==> src/assert_macros.svh <==
// Assertion macros used by the hash table core to check the design
`ifndef ASSERT_MACROS_SVH
`define ASSERT_MACROS_SVH

// Check a property on every rising clk_i edge outside reset
`define OAHT_ASSERT(name, prop) \
  name: assert property (@(posedge clk_i) disable iff (!rst_ni) prop) \
    else $error("assertion failed");

// Same check with a caller supplied message
`define OAHT_ASSERT_MSG(name, prop, msg) \
  name: assert property (@(posedge clk_i) disable iff (!rst_ni) prop) \
    else $error(msg);

`endif

==> src/oaht_pkg.sv <==
// Types, constants and codes of the open address hash table
package oaht_pkg;

  localparam int CAPACITY   = 1024;
  localparam int SLOT_BITS  = $clog2(CAPACITY);
  localparam int COUNT_BITS = SLOT_BITS + 1;
  localparam int KEY_BITS   = 32;
  localparam int KEY_PORT_BITS = 32;

  localparam logic [COUNT_BITS-1:0] FILL_LIMIT_RESET = COUNT_BITS'(512);

  typedef enum logic [1:0] {
    OP_LOOKUP = 2'd0,
    OP_INSERT = 2'd1,
    OP_DELETE = 2'd2
  } op_e;

  typedef enum logic [1:0] {
    MARK_EMPTY   = 2'd0,
    MARK_USED    = 2'd1,
    MARK_DELETED = 2'd2
  } mark_e;

  typedef enum logic [2:0] {
    ST_FOUND     = 3'd0,
    ST_INSERTED  = 3'd1,
    ST_NOT_FOUND = 3'd2,
    ST_DELETED   = 3'd3,
    ST_FULL      = 3'd4
  } status_e;

  typedef enum logic [1:0] {
    SLOT_ZERO = 2'd0,
    SLOT_HIT  = 2'd1,
    SLOT_FREE = 2'd2
  } slot_sel_e;

  typedef enum logic [1:0] {
    S_CLEAR = 2'd0,
    S_IDLE  = 2'd1,
    S_READ  = 2'd2,
    S_CHECK = 2'd3
  } state_e;

  // Commands from the controller to the datapath
  typedef struct packed {
    logic      clear_step;
    logic      load;
    logic      rd;
    logic      advance;
    logic      wr_insert;
    logic      wr_delete;
    logic      emit;
    status_e   status;
    slot_sel_e slot_sel;
  } dp_cmd_t;

  // Status from the datapath to the controller
  typedef struct packed {
    logic  clear_last;
    op_e   op;
    mark_e mark;
    logic  key_eq;
    logic  last_probe;
    logic  have_free;
    logic  full;
  } dp_sts_t;

endpackage

==> src/oaht_ctrl.sv <==
// Controller state machine: clearing pass, probe sequencing, result decision
module oaht_ctrl (
  input  logic             clk_i,
  input  logic             rst_ni,
  input  logic             start,
  output logic             busy,
  input  oaht_pkg::dp_sts_t sts_i,
  output oaht_pkg::dp_cmd_t cmd_o
);
  import oaht_pkg::*;

  state_e state_q, state_d;

  // State register
  always_ff @(posedge clk_i or negedge rst_ni) begin
    if (!rst_ni) begin
      state_q <= S_CLEAR;
    end else begin
      state_q <= state_d;
    end
  end

  // Next state and datapath commands
  always_comb begin
    state_d = state_q;
    cmd_o   = '0;
    unique case (state_q)
      S_CLEAR: begin
        cmd_o.clear_step = 1'b1;
        if (sts_i.clear_last) begin
          state_d = S_IDLE;
        end
      end
      S_IDLE: begin
        if (start) begin
          cmd_o.load = 1'b1;
          state_d    = S_READ;
        end
      end
      S_READ: begin
        cmd_o.rd = 1'b1;
        state_d  = S_CHECK;
      end
      S_CHECK: begin
        if (sts_i.mark == MARK_USED && sts_i.key_eq) begin
          // Hit: report or remove
          cmd_o.emit = 1'b1;
          state_d    = S_IDLE;
          if (sts_i.op == OP_DELETE) begin
            cmd_o.wr_delete = 1'b1;
            cmd_o.status    = ST_DELETED;
            cmd_o.slot_sel  = SLOT_ZERO;
          end else begin
            cmd_o.status   = ST_FOUND;
            cmd_o.slot_sel = SLOT_HIT;
          end
        end else if (sts_i.mark == MARK_EMPTY || sts_i.last_probe) begin
          // Miss: insert at the first free slot seen, if allowed
          cmd_o.emit = 1'b1;
          state_d    = S_IDLE;
          if (sts_i.op == OP_INSERT) begin
            if (!sts_i.full && sts_i.have_free) begin
              cmd_o.wr_insert = 1'b1;
              cmd_o.status    = ST_INSERTED;
              cmd_o.slot_sel  = SLOT_FREE;
            end else begin
              cmd_o.status   = ST_FULL;
              cmd_o.slot_sel = SLOT_ZERO;
            end
          end else begin
            cmd_o.status   = ST_NOT_FOUND;
            cmd_o.slot_sel = SLOT_ZERO;
          end
        end else begin
          // Keep probing
          cmd_o.advance = 1'b1;
          state_d       = S_READ;
        end
      end
      default: begin
        state_d = S_CLEAR;
      end
    endcase
  end

  assign busy = (state_q != S_IDLE);

endmodule

==> config.mk <==
export PLATFORM = sky130hd
export DESIGN_NAME = oaht_ctrl
export DESIGN_NICKNAME = d
export VERILOG_FILES = /design/src/assert_macros.svh /design/src/oaht_pkg.sv /design/src/oaht_ctrl.sv
export SDC_FILE = /design/constraint.sdc
export NUM_CORES = 1
export LEC_CHECK = 0
export ABC_AREA = 1
export BUFFER_PORTS_ARGS = -buffer_cell sky130_fd_sc_hd__buf_2
export CORE_AREA = 10 10 47 49
export CTS_CLUSTER_SIZE = 8
export DETAILED_ROUTE_END_ITERATION = 12
export DIE_AREA = 0 0 57 59
export PLACE_DENSITY_LB_ADDON = 0.15
export SYNTH_ARGS = -nofsm -noshare
export SYNTH_HDL_FRONTEND = slang
export SYNTH_SLANG_ARGS = --single-unit
==> constraint.sdc <==
create_clock -name clk_i -period 1 [get_ports clk_i]
set_input_delay 0.1 -clock clk_i [delete_from_list [all_inputs] [get_ports clk_i]]
set_output_delay 0.1 -clock clk_i [all_outputs]
set_load 0.05 [all_outputs]
== Word-level counts from Yosys, hierarchy flattened ==
Index checks and enable logic that the tools add are counted.

* Eq/ne operators: 9
* Reductions and logical operators: 7
* Muxes and demuxes: 22

{| class="wikitable"
|+ Operator list
! kind !! count
|-
| 6-bit 2-to-1 mux || 2
|-
| 1-bit 2-to-1 mux || 10
|-
| 2-bit 2-to-1 mux || 5
|-
| 5-bit 2-to-1 mux || 2
|-
| 9-bit 2-to-1 mux || 1
|-
| 2-bit case mux with 4 select lines || 1
|-
| 2-bit by 1-bit == test with 1-bit output (second input constant) || 3
|-
| 2-bit == test (second input constant) || 3
|-
| 2-bit logical NOT || 2
|-
| 4-bit 2-to-1 mux || 1
|-
| 2-bit != test (second input constant) || 2
|-
| 1-bit logical AND || 2
|-
| 2-bit by 1-bit != test with 1-bit output (second input constant) || 1
|-
| 2-bit AND reduction || 1
|-
| 1-bit logical NOT || 1
|-
| 1-bit logical OR || 1
|}

* Word-level logic and storage cells: 39
* Register bits: 2
* Output and inout bits: 13

== Depth between registers and ports, before layout ==
Gate-level depths: netlist of the first run.

* Depth in word-level cells: 7
* Mapped depth: 7
* Mapped depth without buffers: 7

== Least setup slack after synthesis of the first run ==
No wires, ideal clock.

* Kind: register -> output
* Start: register state_q[0]
* End: output cmd_o[0] (netlist bit)
* Data arrival time: 1.635 ns
* Cell stages (with the launch flop): 3
* Slack: -0.735 ns
* Cells stage by stage: dfrtp_1 -> nand2_2 -> nor3_1

{| class="wikitable"
|+ RTL lines
! element !! RTL line !! RTL
|-
| from (decl) || oaht_ctrl.sv:12 || <nowiki>state_e state_q, state_d;</nowiki>
|-
| from (signal assigned) || oaht_ctrl.sv:19 || <nowiki>state_q <= state_d;</nowiki>
|-
| to (decl) || oaht_ctrl.sv:8 || <nowiki>output oaht_pkg::dp_cmd_t cmd_o</nowiki>
|}

==> results.yml, run 1 <==
timing:
  setup_tns_ns: -3.33
  setup_viol: 15
  rsz0062_at_grt: "yes"
  min_period_ns: 1.28
  slew_viol_final: 0
  max_freq_mhz: 779
  final_hold_viol_count: 0
  fin_crit_sh_pct: 128
  worst_slew_pin_slew_ns: 0.240
  finalWorstSetupSlack_ns: -0.284
  fin_worst_skew_ns: 0.00111
  slew_headroom_pct: 84.0
die:
  io_pins: 25
  start_util_pct: 18.0
  die-area_mm2: 0.00336
  die_y_um: 59
  core_mm2: 0.00140
  die_w_um: 57
  rows: 14
cts:
  cts.sink_count: 2
  cts_buffers: 3
  root_buffer: "clkbuf_4"
  htree_levels: 1
  tritoncts: "done"
  clk_latency_ns: 0.22
  clk_pin_slew_worst_paths_ns: 0.03
  clockBufferDepth: 2
grt:
  groute.usage.overall_pct: 6.55
  overflow: 0
  antenna_found_initial: 0
  grt_pass1_wl_um: 1880
  grt_pass1_vias: 468
  grt_max_degree: 8
finish:
  syn2layout_area_growth_pct: 215
  top_register: "state_q"
  final_layout_size_suffix_gt1_share_pct: 73.1
  fin_cells: 109
  antenna_cells: 0
  largest_reg_flops: 2
  fill_cells: 141
  largestRegisters: "state_q: 2 flops"
  fin_area_um2: 796
  nets: 107
placement:
  post-place-cells: 96
  port_buffers: 24
  place_area_um2: 551
  place_congestion: 0.730
  dp_hpwl_um: 843
hold_path:
  hold_start: "start"
  hp-class: "input pin to flip-flop"
  min_path_cells: 4
  min_to: "state_q[0]"
route:
  num_vias: 425
  drtIter0Drc: 3
  via_per_inst: 3.90
  ant_nets: 0
  wl_per_cell_um: 10.1
  routed_wirelength_um: 1100
  drtPass1Iterations: 3
  drc: 0
run:
  cap_viol_max_count: 0
yosys:
  syn_area_um2: 253
  ys_types: 13
  yosysWarnings: 0
  syn_avg_cell_area_um2: 5.49
  ys_seq_area_share_pct: 19.8
  synthCells: 46
  ys_seq_elements: 2
  syn-num-nets: 58
status:
  violations: "setup timing"
  outcome: "complete, but fails checks"
setup_path:
  end_kind: "output port"
  r2r_start: "state_q[1]"
  reg2reg_depth: 7
  critical_path.max_fanout: 7
  worstPathRequired_ns: 0.90
  start_kind: "flip-flop"
  arrival_ns: 1.18
  worst_r2r_endpoint: "state_q[1]"
  path_class: "flip-flop to output port"
  r2r_slack_ns: -0.19
power:
  ir_drop_mv: 1.57
  pwr_density_cell_mw_per_mm2: 2860
  p_leak_nw: 0.400
==> report_power, final <==
group,internal (mW),total [mW],switching (mW)
Combinational,0.895,1.91,1.01
Sequential,0.133,0.190,0.0565
Clock,0.132,0.175,0.0429
==> layout by cell type, fill, tap and decap left out <==
master,netlist,routed
buf_4,1,17
o21bai_1,1,1
nor2_2,0,3
buf_8,0,8
nor3_4,0,1
buf_6,0,8
nand2_4,0,3
a21oi_1,3,2
nor2_4,0,6
nand3_2,1,1
inv_1,10,8
inv_4,0,2
dfrtp_2,0,2
nand2_1,7,6
clkbuf_4,0,3
a21oi_2,0,1
nor4_4,0,1
dlygate4sd3_1,0,1
nor2_1,14,5
nand4_1,2,2
clkinvlp_4,0,1
buf_2,0,11
==> per-layer routing <==
layer	global-route usage (%)	share of wire (%)	vias up
met5	0	0	-
met1	7.31	39	180
met3	1.93	6.8	0
met2	11.2	54	10
met4	3.02	0	0
li1	-	-	235
==> critical path: stages, from the launching register on <==
cell and delay [ns]:
dfrtp_2 0.43, nand2_4 0.15, inv_4 0.04, nand2_4 0.08, clkinvlp_4 0.10, buf_8 0.15
==> Yosys cell counts <==
cell | count | area (µm²)
inv_2 | 1 | 3.75
o21bai_1 | 1 | 7.51
nand3_2 | 1 | 10.0
a21oi_1 | 3 | 15.0
nand2_1 | 7 | 26.3
buf_4 | 1 | 7.51
nor3_1 | 1 | 5.00
nor4_2 | 1 | 12.5
inv_1 | 10 | 37.5
nand4_1 | 2 | 12.5
nor2_1 | 14 | 52.6
dfrtp_1 | 2 | 50.1
nand2_2 | 2 | 12.5
==> logic make-up (layout without fill, tap and decap cells) <==
group | after synthesis | in the layout | synth area share, %
AO/OA/AOI/OAI | 4 | 4 | 8.91
AND/OR/NAND/NOR | 28 | 28 | 52.0
buffers and inverters | 12 | 59 | 19.3
flip-flops | 2 | 2 | 19.8
==> worst max path at each step <==
stage	cells past startpoint	slack [ns]	end	from
3_3_place_gp	5	-0.16	cmd_o[4]	sts_i[4]
6_report	5	-0.28	cmd_o[5]	state_q[1]
2_1_floorplan	5	-0.22	state_q[1]	state_q[0]
5_1_grt	5	-0.33	cmd_o[5]	state_q[1]
4_1_cts	5	-0.28	cmd_o[5]	state_q[1]
3_5_place_dp	5	-0.15	cmd_o[4]	sts_i[5]
==> through the flow <==
step	hold slack (ns)	total power, mW	setup WS (ns)	util (%)
finish	0.152	2.27	-0.284	56.8
global route	0.186	2.42	-0.334	56.8
CTS	0.146	2.12	-0.279	53.2
detailed placement	-0.113	1.46	-0.153	39.3
global placement	-0.114	1.46	-0.161	39.3
floorplan	-0.196	1.05	-0.218	-
==> final cells by class <==
type                            instances  area (µm²)  share of cell area, %
Clock buffer                            3        22.5                   2.83
Timing Repair Buffer                   45         403                   50.6
Sequential cell                         2        52.6                   6.60
Multi-Input combinational cell         32         248                   31.1
Inverter                               11        50.0                   6.29
Tap cell                               16        20.0                   2.52
==> repair_timing <==
action / in CTS / in global routing
hold endpoints to repair: 2 / 0
resized for setup: 38 / 6
pin swaps: 5 / 2
endpoints found under the setup margin: 15 / 15
buffers inserted: 5 / 4
hold buffers: 1 / 0
Power figures use the tool's default switching activity.
==> run 2, diff against run 1 <==
==> constraint.sdc (replaced) <==
create_clock -name clk_i -period 1.5 [get_ports clk_i]
set_input_delay 0.15 -clock clk_i [delete_from_list [all_inputs] [get_ports clk_i]]
set_output_delay 0.15 -clock clk_i [all_outputs]
set_load 0.05 [all_outputs]
==> results.yml, run 2 (synthesized netlist as in run 1, its figures left out) <==
timing:
  min_period_ns: 1.38
  final_hold_viol_count: 0
  slew_headroom_pct: 81.2
  fin_crit_sh_pct: 92.0
  rsz0062_at_grt: "no"
  setup_viol: 0
  worst_slew_pin_slew_ns: 0.281
  fin_worst_skew_ns: 0.000743
  max_freq_mhz: 725
  setup_tns_ns: 0
  slew_viol_final: 0
setup_path:
  critical_path.max_fanout: 7
  start_kind: "flip-flop"
  arrival_ns: 1.23
  worstPathRequired_ns: 1.35
  end_kind: "output port"
  path_class: "flip-flop to output port"
cts:
  clockBufferDepth: 2
  clk_latency_ns: 0.22
  clk_pin_slew_worst_paths_ns: 0.03
  tritoncts: "done"
  root_buffer: "clkbuf_4"
  cts.sink_count: 2
  cts_buffers: 3
  htree_levels: 1
die:
  die_w_um: 57
  rows: 14
  io_pins: 25
  start_util_pct: 18.0
  die_y_um: 59
  die-area_mm2: 0.00336
  core_mm2: 0.00140
finish:
  most-common-layout-cells: "buf_2, nor2_1, inv_1"
  syn2layout_area_growth_pct: 77.2
  fin_cells: 89
  nets: 87
  largest_reg_flops: 2
  final_common_cell: "buf_2"
  final_layout_size_suffix_gt1_share_pct: 49.3
  largestRegisters: "state_q: 2 flops"
  antenna_cells: 0
  top_register: "state_q"
route:
  drtIter0Drc: 3
  ant_nets: 0
  dr_wl_met3_um: 71
  drtPass1Iterations: 3
  met1Wirelength_um: 425
  via_per_inst: 3.90
  routed_wirelength_um: 897
  drc: 0
  num_vias: 347
  wl_met2_um: 400
  wl_per_cell_um: 10.1
  dr.max_layer_used: "met3"
grt:
  grt_pass1_wl_um: 1490
  grt_max_degree: 8
  groute.usage.overall_pct: 5.44
  antenna_found_initial: 0
  grt_pass1_vias: 358
  overflow: 0
run:
  cap_viol_max_count: 0
hold_path:
  hp-class: "input pin to flip-flop"
status:
  outcome: "finished clean"
power:
  pwr_density_cell_mw_per_mm2: 1900
  p_leak_nw: 0.276
  ir_drop_mv: 0.812
placement:
  place_congestion: 0.710
  dp_hpwl_um: 802
  post-place-cells: 85
  port_buffers: 24
-- run 2: changes by cell type in the layout (fill, tap and decap cells not counted), sizes merged --
cell | previous run | this run
buf | 44 | 23
clkbuf | 3 | 4
clkinvlp | 1 | 0
inv | 10 | 11
-- run 2: where the power goes --
group	internal, mW	leakage [nW]	switching [mW]
clock network	0.0881	0.0138	0.0292
registers	0.0859	0.0219	0.0468
logic	0.140	0.240	0.459
total	0.314	0.276	0.535
-- run 2: routing by layer --
| metal | up-vias | GRT usage (%) |
|---|---|---|
| li1 | 193 | - |
| met4 | 0 | 2.01 |
| met2 | 13 | 8.06 |
| met3 | 0 | 2.79 |
| met5 | - | 0 |
| met1 | 141 | 6.50 |
-- run 2: per-stage QoR --
step	power (mW)	setup WS, ns	hold WS, ns	util [%]	area [µm²]
2_1_floorplan	0.583	0.0128	-0.146	-	272
3_3_place_gp	0.715	0.222	-0.0633	28.8	404
3_5_place_dp	0.716	0.208	-0.0632	28.8	404
4_1_cts	0.846	0.0106	0.193	31.3	439
5_1_grt	0.924	0.0311	0.219	32.0	448
6_report	0.849	0.121	0.200	32.0	448
-- run 2: cell type report --
class	instances	area [µm²]
multi-input cells	32	178
repair buffers	25	135
flip-flops and latches	2	51.3
well taps	16	20.0
fillers	166	953
clock buffers	3	22.5
inverters	11	41.3
-- run 2: worst max-delay path, stage by stage (launching register included) --
cell	delay, ns
dfrtp_1	0.41
nand2_4	0.12
nor4_4	0.25
buf_4	0.23
-- run 2: repair_timing --
item / in CTS / in global routing
pin swaps: 0 / 0
setup endpoints to repair: 1 / 4
resized for setup: 1 / 3
hold buffers: 1 / 0
hold endpoints to repair: 2 / 0
buffers inserted: 0 / 0
-- run 2: path summary, 6_finish.rpt --
path	from	endpoint	slack, ns	depth (start not counted)
setup reg to reg	state_q[0]	state_q[0]	0.54	6
hold / removal	sts_i[8]	state_q[0]	0.20	5
hold reg to reg	state_q[0]	state_q[0]	0.61	3
setup / recovery	state_q[1]	cmd_o[4]	0.12	3
min in group asynchronous	rst_ni	state_q[0]	0.24	2
max in group asynchronous	rst_ni	state_q[0]	1.15	2
